==> src/hdl/b64se_pkg.sv <==
`default_nettype none
// ----------------------------------------------------------------------------
// b64se_pkg
// Shared types and constants of the base64 stream encoder: the group record
// passed from the byte front end to the character back end, and the sextet
// to character mapping.
// ----------------------------------------------------------------------------
package b64se_pkg;

	localparam int unsigned BYTE_W   = 8;
	localparam int unsigned CHAR_W   = 7;
	localparam int unsigned SEXTET_W = 6;

	localparam logic [CHAR_W-1:0] PAD_CHAR = 7'h3d;

	localparam logic [SEXTET_W-1:0] UPPER_END = 6'd26;
	localparam logic [SEXTET_W-1:0] LOWER_END = 6'd52;
	localparam logic [SEXTET_W-1:0] DIGIT_END = 6'd62;
	localparam logic [SEXTET_W-1:0] PLUS_IDX  = 6'd62;

	localparam logic [CHAR_W-1:0] UPPER_BASE = 7'h41;
	localparam logic [CHAR_W-1:0] LOWER_BASE = 7'h61 - 7'd26;
	localparam logic [CHAR_W-1:0] DIGIT_BASE = 7'h30 - 7'd52;
	localparam logic [CHAR_W-1:0] PLUS_CHAR  = 7'h2b;
	localparam logic [CHAR_W-1:0] SLASH_CHAR = 7'h2f;

	// number of pad characters closing a group
	typedef enum logic [1:0] {
		PAD_NONE = 2'd0,
		PAD_ONE  = 2'd1,
		PAD_TWO  = 2'd2
	} b64se_pad_t;

	typedef struct packed {
		logic [BYTE_W-1:0] b0;
		logic [BYTE_W-1:0] b1;
		logic [BYTE_W-1:0] b2;
		b64se_pad_t        pad;
		logic              last;
	} b64se_group_t;

	typedef struct packed {
		logic push;
		logic pop;
	} b64se_qctl_t;

	function automatic logic [CHAR_W-1:0] b64se_char(input logic [SEXTET_W-1:0] v);
		logic [CHAR_W-1:0] c;
		logic [CHAR_W-1:0] v7;
		v7 = {1'b0, v};
		if (v < UPPER_END) begin
			c = UPPER_BASE + v7;
		end else if (v < LOWER_END) begin
			c = LOWER_BASE + v7;
		end else if (v < DIGIT_END) begin
			c = DIGIT_BASE + v7;
		end else if (v == PLUS_IDX) begin
			c = PLUS_CHAR;
		end else begin
			c = SLASH_CHAR;
		end
		return c;
	endfunction

endpackage
`default_nettype wire

==> src/hdl/b64se_front.sv <==
`default_nettype none
// ----------------------------------------------------------------------------
// b64se_front
// Byte front end: takes one byte per request, holds up to two bytes of the
// open group and hands a closed group, zero filled and with its pad count,
// to the group queue.
// ----------------------------------------------------------------------------
module b64se_front
	import b64se_pkg::*;
(
	input  wire logic              clk,
	input  wire logic              arst_n,
	input  wire logic              byte_valid,
	output      logic              byte_stall,
	input  wire logic [BYTE_W-1:0] data_byte,
	input  wire logic              last_byte,
	input  wire logic              q_full,
	output      logic              q_push,
	output      b64se_group_t      q_data
);

	logic [BYTE_W-1:0] pend0_q;
	logic [BYTE_W-1:0] pend1_q;
	logic [1:0]        pend_cnt_q;
	logic              accept;
	logic              hold;

	assign byte_stall = q_full;
	assign accept     = byte_valid && !q_full;
	assign hold       = (pend_cnt_q != 2'd2) && !last_byte;
	assign q_push     = accept && !hold;

	always_comb begin
		q_data.last = last_byte;
		case (pend_cnt_q)
			2'd2: begin
				q_data.b0  = pend0_q;
				q_data.b1  = pend1_q;
				q_data.b2  = data_byte;
				q_data.pad = PAD_NONE;
			end
			2'd1: begin
				q_data.b0  = pend0_q;
				q_data.b1  = data_byte;
				q_data.b2  = '0;
				q_data.pad = PAD_ONE;
			end
			default: begin
				q_data.b0  = data_byte;
				q_data.b1  = '0;
				q_data.b2  = '0;
				q_data.pad = PAD_TWO;
			end
		endcase
	end

	always_ff @(posedge clk or negedge arst_n) begin
		if (!arst_n) begin
			pend_cnt_q <= 2'd0;
		end else if (accept) begin
			if (hold) begin
				pend_cnt_q <= pend_cnt_q + 2'd1;
			end else begin
				pend_cnt_q <= 2'd0;
			end
		end
	end

	always_ff @(posedge clk) begin
		if (accept && hold) begin
			if (pend_cnt_q[0]) begin
				pend1_q <= data_byte;
			end else begin
				pend0_q <= data_byte;
			end
		end
	end

	// never more than two bytes held
	a_pend_cnt: assert property (@(posedge clk) disable iff (!arst_n)
		pend_cnt_q != 2'd3)
		else $error("front holds more than two bytes");

endmodule
`default_nettype wire

==> src/hdl/b64se_queue.sv <==
`default_nettype none
// ----------------------------------------------------------------------------
// b64se_queue
// Short first-in first-out queue of closed groups between the byte front
// end and the character back end.
// ----------------------------------------------------------------------------
module b64se_queue
	import b64se_pkg::*;
#(
	parameter int unsigned DEPTH = 2
)
(
	input  wire logic         clk,
	input  wire logic         arst_n,
	input  wire b64se_qctl_t  ctl,
	input  wire b64se_group_t wr_data,
	output      b64se_group_t rd_data,
	output      logic         full,
	output      logic         empty
);

	localparam int unsigned PTR_W = (DEPTH > 1) ? $clog2(DEPTH) : 1;
	localparam int unsigned CNT_W = $clog2(DEPTH + 1);
	localparam logic [PTR_W-1:0] LAST_PTR = PTR_W'(DEPTH - 1);
	localparam logic [CNT_W-1:0] FULL_CNT = CNT_W'(DEPTH);

	b64se_group_t     slot_q [DEPTH];
	logic [PTR_W-1:0] wr_ptr_q;
	logic [PTR_W-1:0] rd_ptr_q;
	logic [CNT_W-1:0] cnt_q;

	assign full    = (cnt_q == FULL_CNT);
	assign empty   = (cnt_q == '0);
	assign rd_data = slot_q[rd_ptr_q];

	always_ff @(posedge clk or negedge arst_n) begin
		if (!arst_n) begin
			wr_ptr_q <= '0;
			rd_ptr_q <= '0;
			cnt_q    <= '0;
		end else begin
			if (ctl.push) begin
				wr_ptr_q <= (wr_ptr_q == LAST_PTR) ? '0 : wr_ptr_q + PTR_W'(1);
			end
			if (ctl.pop) begin
				rd_ptr_q <= (rd_ptr_q == LAST_PTR) ? '0 : rd_ptr_q + PTR_W'(1);
			end
			if (ctl.push && !ctl.pop) begin
				cnt_q <= cnt_q + CNT_W'(1);
			end else if (ctl.pop && !ctl.push) begin
				cnt_q <= cnt_q - CNT_W'(1);
			end
		end
	end

	always_ff @(posedge clk) begin
		if (ctl.push) begin
			slot_q[wr_ptr_q] <= wr_data;
		end
	end

	a_no_overflow: assert property (@(posedge clk) disable iff (!arst_n)
		ctl.push |-> !full)
		else $error("group pushed into full queue");

	a_no_underflow: assert property (@(posedge clk) disable iff (!arst_n)
		ctl.pop |-> !empty)
		else $error("group popped from empty queue");

endmodule
`default_nettype wire

==> src/hdl/b64se_back.sv <==
`default_nettype none
// ----------------------------------------------------------------------------
// b64se_back
// Character back end: walks the head group of the queue one character
// per cycle, unless stalled, into the output register, with padding and
// the last mark, and releases the group after its fourth character.
// ----------------------------------------------------------------------------
module b64se_back
	import b64se_pkg::*;
(
	input  wire logic              clk,
	input  wire logic              arst_n,
	input  wire b64se_group_t      q_data,
	input  wire logic              q_empty,
	output      logic              q_pop,
	output      logic              char_valid,
	input  wire logic              char_stall,
	output      logic [CHAR_W-1:0] char_code,
	output      logic              last_char
);

	logic [1:0]          idx_q;
	logic                out_valid_q;
	logic [CHAR_W-1:0]   code_q;
	logic                last_q;
	logic                load;
	logic [SEXTET_W-1:0] sextet;
	logic                is_pad;
	logic [CHAR_W-1:0]   code_nxt;

	assign load  = !q_empty && (!out_valid_q || !char_stall);
	assign q_pop = load && (idx_q == 2'd3);

	always_comb begin
		case (idx_q)
			2'd0:    sextet = q_data.b0[7:2];
			2'd1:    sextet = {q_data.b0[1:0], q_data.b1[7:4]};
			2'd2:    sextet = {q_data.b1[3:0], q_data.b2[7:6]};
			default: sextet = q_data.b2[5:0];
		endcase
		is_pad   = ((q_data.pad == PAD_TWO) && idx_q[1])
		        || ((q_data.pad == PAD_ONE) && (idx_q == 2'd3));
		code_nxt = is_pad ? PAD_CHAR : b64se_char(sextet);
	end

	always_ff @(posedge clk or negedge arst_n) begin
		if (!arst_n) begin
			idx_q       <= 2'd0;
			out_valid_q <= 1'b0;
		end else begin
			if (load) begin
				idx_q       <= idx_q + 2'd1;
				out_valid_q <= 1'b1;
			end else if (!char_stall) begin
				out_valid_q <= 1'b0;
			end
		end
	end

	always_ff @(posedge clk) begin
		if (load) begin
			code_q <= code_nxt;
			last_q <= (idx_q == 2'd3) && q_data.last;
		end
	end

	assign char_valid = out_valid_q;
	assign char_code  = code_q;
	assign last_char  = last_q;

	// a group part way through stays at the queue head
	a_group_held: assert property (@(posedge clk) disable iff (!arst_n)
		(idx_q != 2'd0) |-> !q_empty)
		else $error("group left queue before its fourth character");

endmodule
`default_nettype wire

==> src/hdl/base64_stream_encoder.sv <==
`default_nettype none
// ----------------------------------------------------------------------------
// base64_stream_encoder
// Streaming base64 encoder, standard alphabet with '=' padding.
// ----------------------------------------------------------------------------
// One message byte per request on the byte channel, last_byte on the final
// byte; characters leave one per request on the char channel, last_char on
// the final one. Every three bytes give four characters, and a last byte
// closing one or two bytes gives a padded group of four. The character
// channel carries one character per cycle while char_stall is low, so the
// sustained input rate is set by the character output register. With the
// group queue empty, a closing byte's group is written into the queue and its
// first character is then loaded into the output register. Bytes are taken
// every cycle while the group queue (QUEUE_DEPTH groups) has room, so short
// bursts run at full rate.
// ----------------------------------------------------------------------------
module base64_stream_encoder
	import b64se_pkg::*;
#(
	parameter int unsigned QUEUE_DEPTH = 2
)
(
	input  wire logic              clk,
	input  wire logic              arst_n,
	input  wire logic              byte_valid,
	output      logic              byte_stall,
	input  wire logic [BYTE_W-1:0] data_byte,
	input  wire logic              last_byte,
	output      logic              char_valid,
	input  wire logic              char_stall,
	output      logic [CHAR_W-1:0] char_code,
	output      logic              last_char
);

	b64se_qctl_t  qctl;
	logic         q_push;
	logic         q_pop;
	b64se_group_t wr_group;
	b64se_group_t head_group;
	logic         q_full;
	logic         q_empty;

	assign qctl = '{push: q_push, pop: q_pop};

	b64se_front u_front (
		.clk        (clk),
		.arst_n     (arst_n),
		.byte_valid (byte_valid),
		.byte_stall (byte_stall),
		.data_byte  (data_byte),
		.last_byte  (last_byte),
		.q_full     (q_full),
		.q_push     (q_push),
		.q_data     (wr_group)
	);

	b64se_queue #(
		.DEPTH (QUEUE_DEPTH)
	) u_queue (
		.clk     (clk),
		.arst_n  (arst_n),
		.ctl     (qctl),
		.wr_data (wr_group),
		.rd_data (head_group),
		.full    (q_full),
		.empty   (q_empty)
	);

	b64se_back u_back (
		.clk        (clk),
		.arst_n     (arst_n),
		.q_data     (head_group),
		.q_empty    (q_empty),
		.q_pop      (q_pop),
		.char_valid (char_valid),
		.char_stall (char_stall),
		.char_code  (char_code),
		.last_char  (last_char)
	);

endmodule
`default_nettype wire

==> config.mk <==
export PLATFORM = sky130hd
export DESIGN_NAME = base64_stream_encoder
export DESIGN_NICKNAME = d
export VERILOG_FILES = /design/src/hdl/b64se_pkg.sv /design/src/hdl/b64se_front.sv /design/src/hdl/b64se_queue.sv /design/src/hdl/b64se_back.sv /design/src/hdl/base64_stream_encoder.sv
export SDC_FILE = /design/constraint.sdc
export NUM_CORES = 1
export LEC_CHECK = 0
export ABC_AREA = 1
export ABC_CLOCK_PERIOD_IN_PS = 7500
export BUFFER_PORTS_ARGS = -buffer_cell sky130_fd_sc_hd__buf_2
export CAP_MARGIN = 40
export CORE_MARGIN = 2
export CORE_UTILIZATION = 40
export DETAILED_ROUTE_END_ITERATION = 12
export PLACE_DENSITY = 0.61
export REMOVE_ABC_BUFFERS = 1
export SYNTH_ARGS = -nofsm -noshare
export SYNTH_HDL_FRONTEND = slang
export SYNTH_SLANG_ARGS = --single-unit
==> constraint.sdc <==
create_clock -name clk -period 7.5 [get_ports clk]
set_input_delay 1.5 -clock clk [delete_from_list [all_inputs] [get_ports clk]]
set_output_delay 1.5 -clock clk [all_outputs]
set_load 0.03 [all_outputs]
==> flow_summary.ini <==
[clock_network]
clockRootBuffer = clkbuf_8
cts_buffer_depth = 2
clk_pin_slew_ps = 90
htree_levels = 3
clk_latency_ps = 350
clock_sinks = 87
ctsResizeCount = 0
cts_buffers = 9
ctsHoldBuffers = 0
cts_tree = done
post_cts_buffers = 0

[finish]
regArea_mm2 = 0.00257
nFillCells = 963
num_antenna_cells = 0
multi_input_area_mm2 = 0.00131
nNetsFinal = 422
final_cells = 536
syn_to_final_growth_pct = 11.0
stdcell_area_mm2 = 0.00450
drive_above_1_share_pct = 17.1

[min_path]
min_from = u_back.char_valid
min_path_type = reg2reg

[run]
drv_cap = 0

[synth]
synth.largest_area_cell = edfxtp_1
synth_edf_count = 78
ys_types = 32
ys_dominant_reg_cell = edfxtp_1
async_flop_share_pct = 10.3
ys_seq_area_share_pct = 63.3
syn_area_mm2 = 0.00405
synth_top_area_share_pct = 57.8
ys_ff_latch = 87
synth_area_leaders = edfxtp_1 58%, nand2_1 8.0%, dfrtp_1 5.6%, nand3_1 5.4%, ha_1 3.4%
syn_inst = 374
avgSynthCellArea_um2 = 10.8
yosys_warnings = 0
synth_common_cells = 86 x nand2_1, 78 x edfxtp_1, 44 x nand3_1, 29 x inv_1, 24 x nor2_1
post-synth-top-count-cell = nand2_1

[placement]
place_congestion = 0.847
dp_hpwl_um = 5380
pre_cts_slack_ps = 4280
placedCellCount = 520
io_buffers = 22
placed_cell_area_mm2 = 0.00428

[routing]
drtPass1Iterations = 4
drt_iter0_drc = 204
ant_nets = 0
drt-total-wl_um = 7370
wl_per_cell_um = 13.8
num_vias = 2566
viasPerCell = 4.79
drc = 0

[setup_path]
path_buf_inv = 3
critPathTopFamily = simple AND/OR/NAND/NOR gates
crit_path_end_kind = flop
cpPeakStageDelay_ps = 500
crit_chain = buf_2 > o21ai_0 > nor2_1 > inv_1 > nor2_2 > buf_4
crit_required_ps = 7540
crit_slowest_cell = nor2_2
critical_path_class = in2reg
ff2ff_setup_slack_ps = 4830
cp-start-kind = input pin
timing.critical_path.fanout_max = 15
crit_start = byte_valid
cp.arrival_ps = 2900
reg2reg_from = u_queue.rd_ptr_q

[timing]
worst_slack_ps = 4640
max_freq_mhz = 349
skew_ps = 16.9
period_share_pct = 38.2
slew_violations = 0
tns_ps = 0
worst_pin_slew_ps = 815
hold_viol = 0
layout_min_cycle_time_ps = 2860
holdWs_ps = 493
rsz0062_at_grt = false
max_slew_margin_pct = 45.7
report.final.setup_viol = 0

[power]
p_leak_nw = 1.78
power_density_mw_per_mm2 = 477
vdd_ir_drop_max_mv = 0.192

[die]
num_rows = 36
die_w_um = 105
io_pins = 23
core-area_mm2 = 0.00982
fp.dieH_um = 105
start_util_pct = 41.3
die_area_mm2 = 0.0110

[global_route]
gr-total-overflow = 0
grt_pass1_vias = 2560
grt_pass1_wl_um = 12700
grt_max_degree = 28
antenna_found_initial = 0
track_usage_pct = 14.8

[status]
status = finished, final reports clean
==> final cells by class <==
| type | instances | area share, % |
|---|---|---|
| Clock buffer | 10 | 2.84 |
| Clock inverter | 6 | 2.06 |
| Inverter | 31 | 2.59 |
| Multi-Input combinational cell | 245 | 29.0 |
| Sequential cell | 87 | 57.0 |
| Tap cell | 133 | 3.70 |
| Timing Repair Buffer | 24 | 2.78 |
==> sequential cells by signal, summed over array words and instances, names as in the netlist <==
register / flops
u_queue.slot_q: 54
u_front.pend0_q: 8
u_front.pend1_q: 8
u_back.char_code: 7
u_back.idx_q: 2
u_front.pend_cnt_q: 2
u_queue.cnt_q: 2
u_back.char_valid: 1
u_back.last_char: 1
u_queue.rd_ptr_q: 1
u_queue.wr_ptr_q: 1
==> report_power, final <==
part | switching (mW) | internal [mW]
combinational | 0.711 | 0.314
sequential | 0.0585 | 0.711
clock | 0.164 | 0.190
==> tightest hold or removal path, delay by kind of cell (launching register included) <==
| kind | cells | cell delay, ps |
|---|---|---|
| AND/OR/NAND/NOR | 2 | 120 |
| flip-flops | 1 | 350 |
==> cells in the final DEF, fill, tap and decap left out, types with 2 or more instances in the layout <==
cell and count:
o211ai_1 4, nand4_1 4, nand3_1 44, buf_2 22, edfxtp_1 78, a21boi_1 2, dfrtp_1 9, inv_6 2
a21oi_1 7, nand2_1 86, bufinv_16 2, o21ai_0 23, clkbuf_8 9, ha_1 11, nand2_2 12, nand2_4 4
o21ai_1 2, nor2_1 22, mux2i_1 2, nor2_2 7, a21oi_2 3, clkinvlp_4 2, buf_4 2, xor2_1 5
inv_1 29
==> logic make-up (layout without fill, tap and decap cells) <==
group           after synthesis  count (layout)  synth area share [%]
compound gates               44              44                  6.36
mux                           2               2                 0.494
flops                        87              87                  63.3
simple gates                182             182                  20.5
buf+inv                      42              71                  4.60
xor+xnor                      6               6                  1.30
fa+ha+maj                    11              11                  3.40
==> path summary, 6_finish.rpt <==
kind | endpoint | cells past startpoint
setup / recovery | u_queue.slot_q[1][9] | 6
hold / removal | u_back.char_valid | 2
setup reg to reg | u_back.char_code[4] | 14
hold reg to reg | u_back.char_valid | 2
max in group asynchronous | u_front.pend_cnt_q[1] | 1
min in group asynchronous | u_back.char_valid | 1
==> per-stage QoR <==
stage / utilization (%) / power [mW]
global placement: 43.6 / 1.79
floorplan: - / 1.55
global route: 45.8 / 2.35
detailed placement: 43.6 / 1.80
finish: 45.8 / 2.15
CTS: 45.8 / 2.16
==> metal layers <==
metal	vias up	part of all wire (%)	GRT usage, %
li1	1325	-	-
met5	-	0	0
met2	43	47	24.0
met1	1193	48	20.0
met4	0	1.1	5.14
met3	5	4.0	2.62
(Power assumes the default switching activity.)
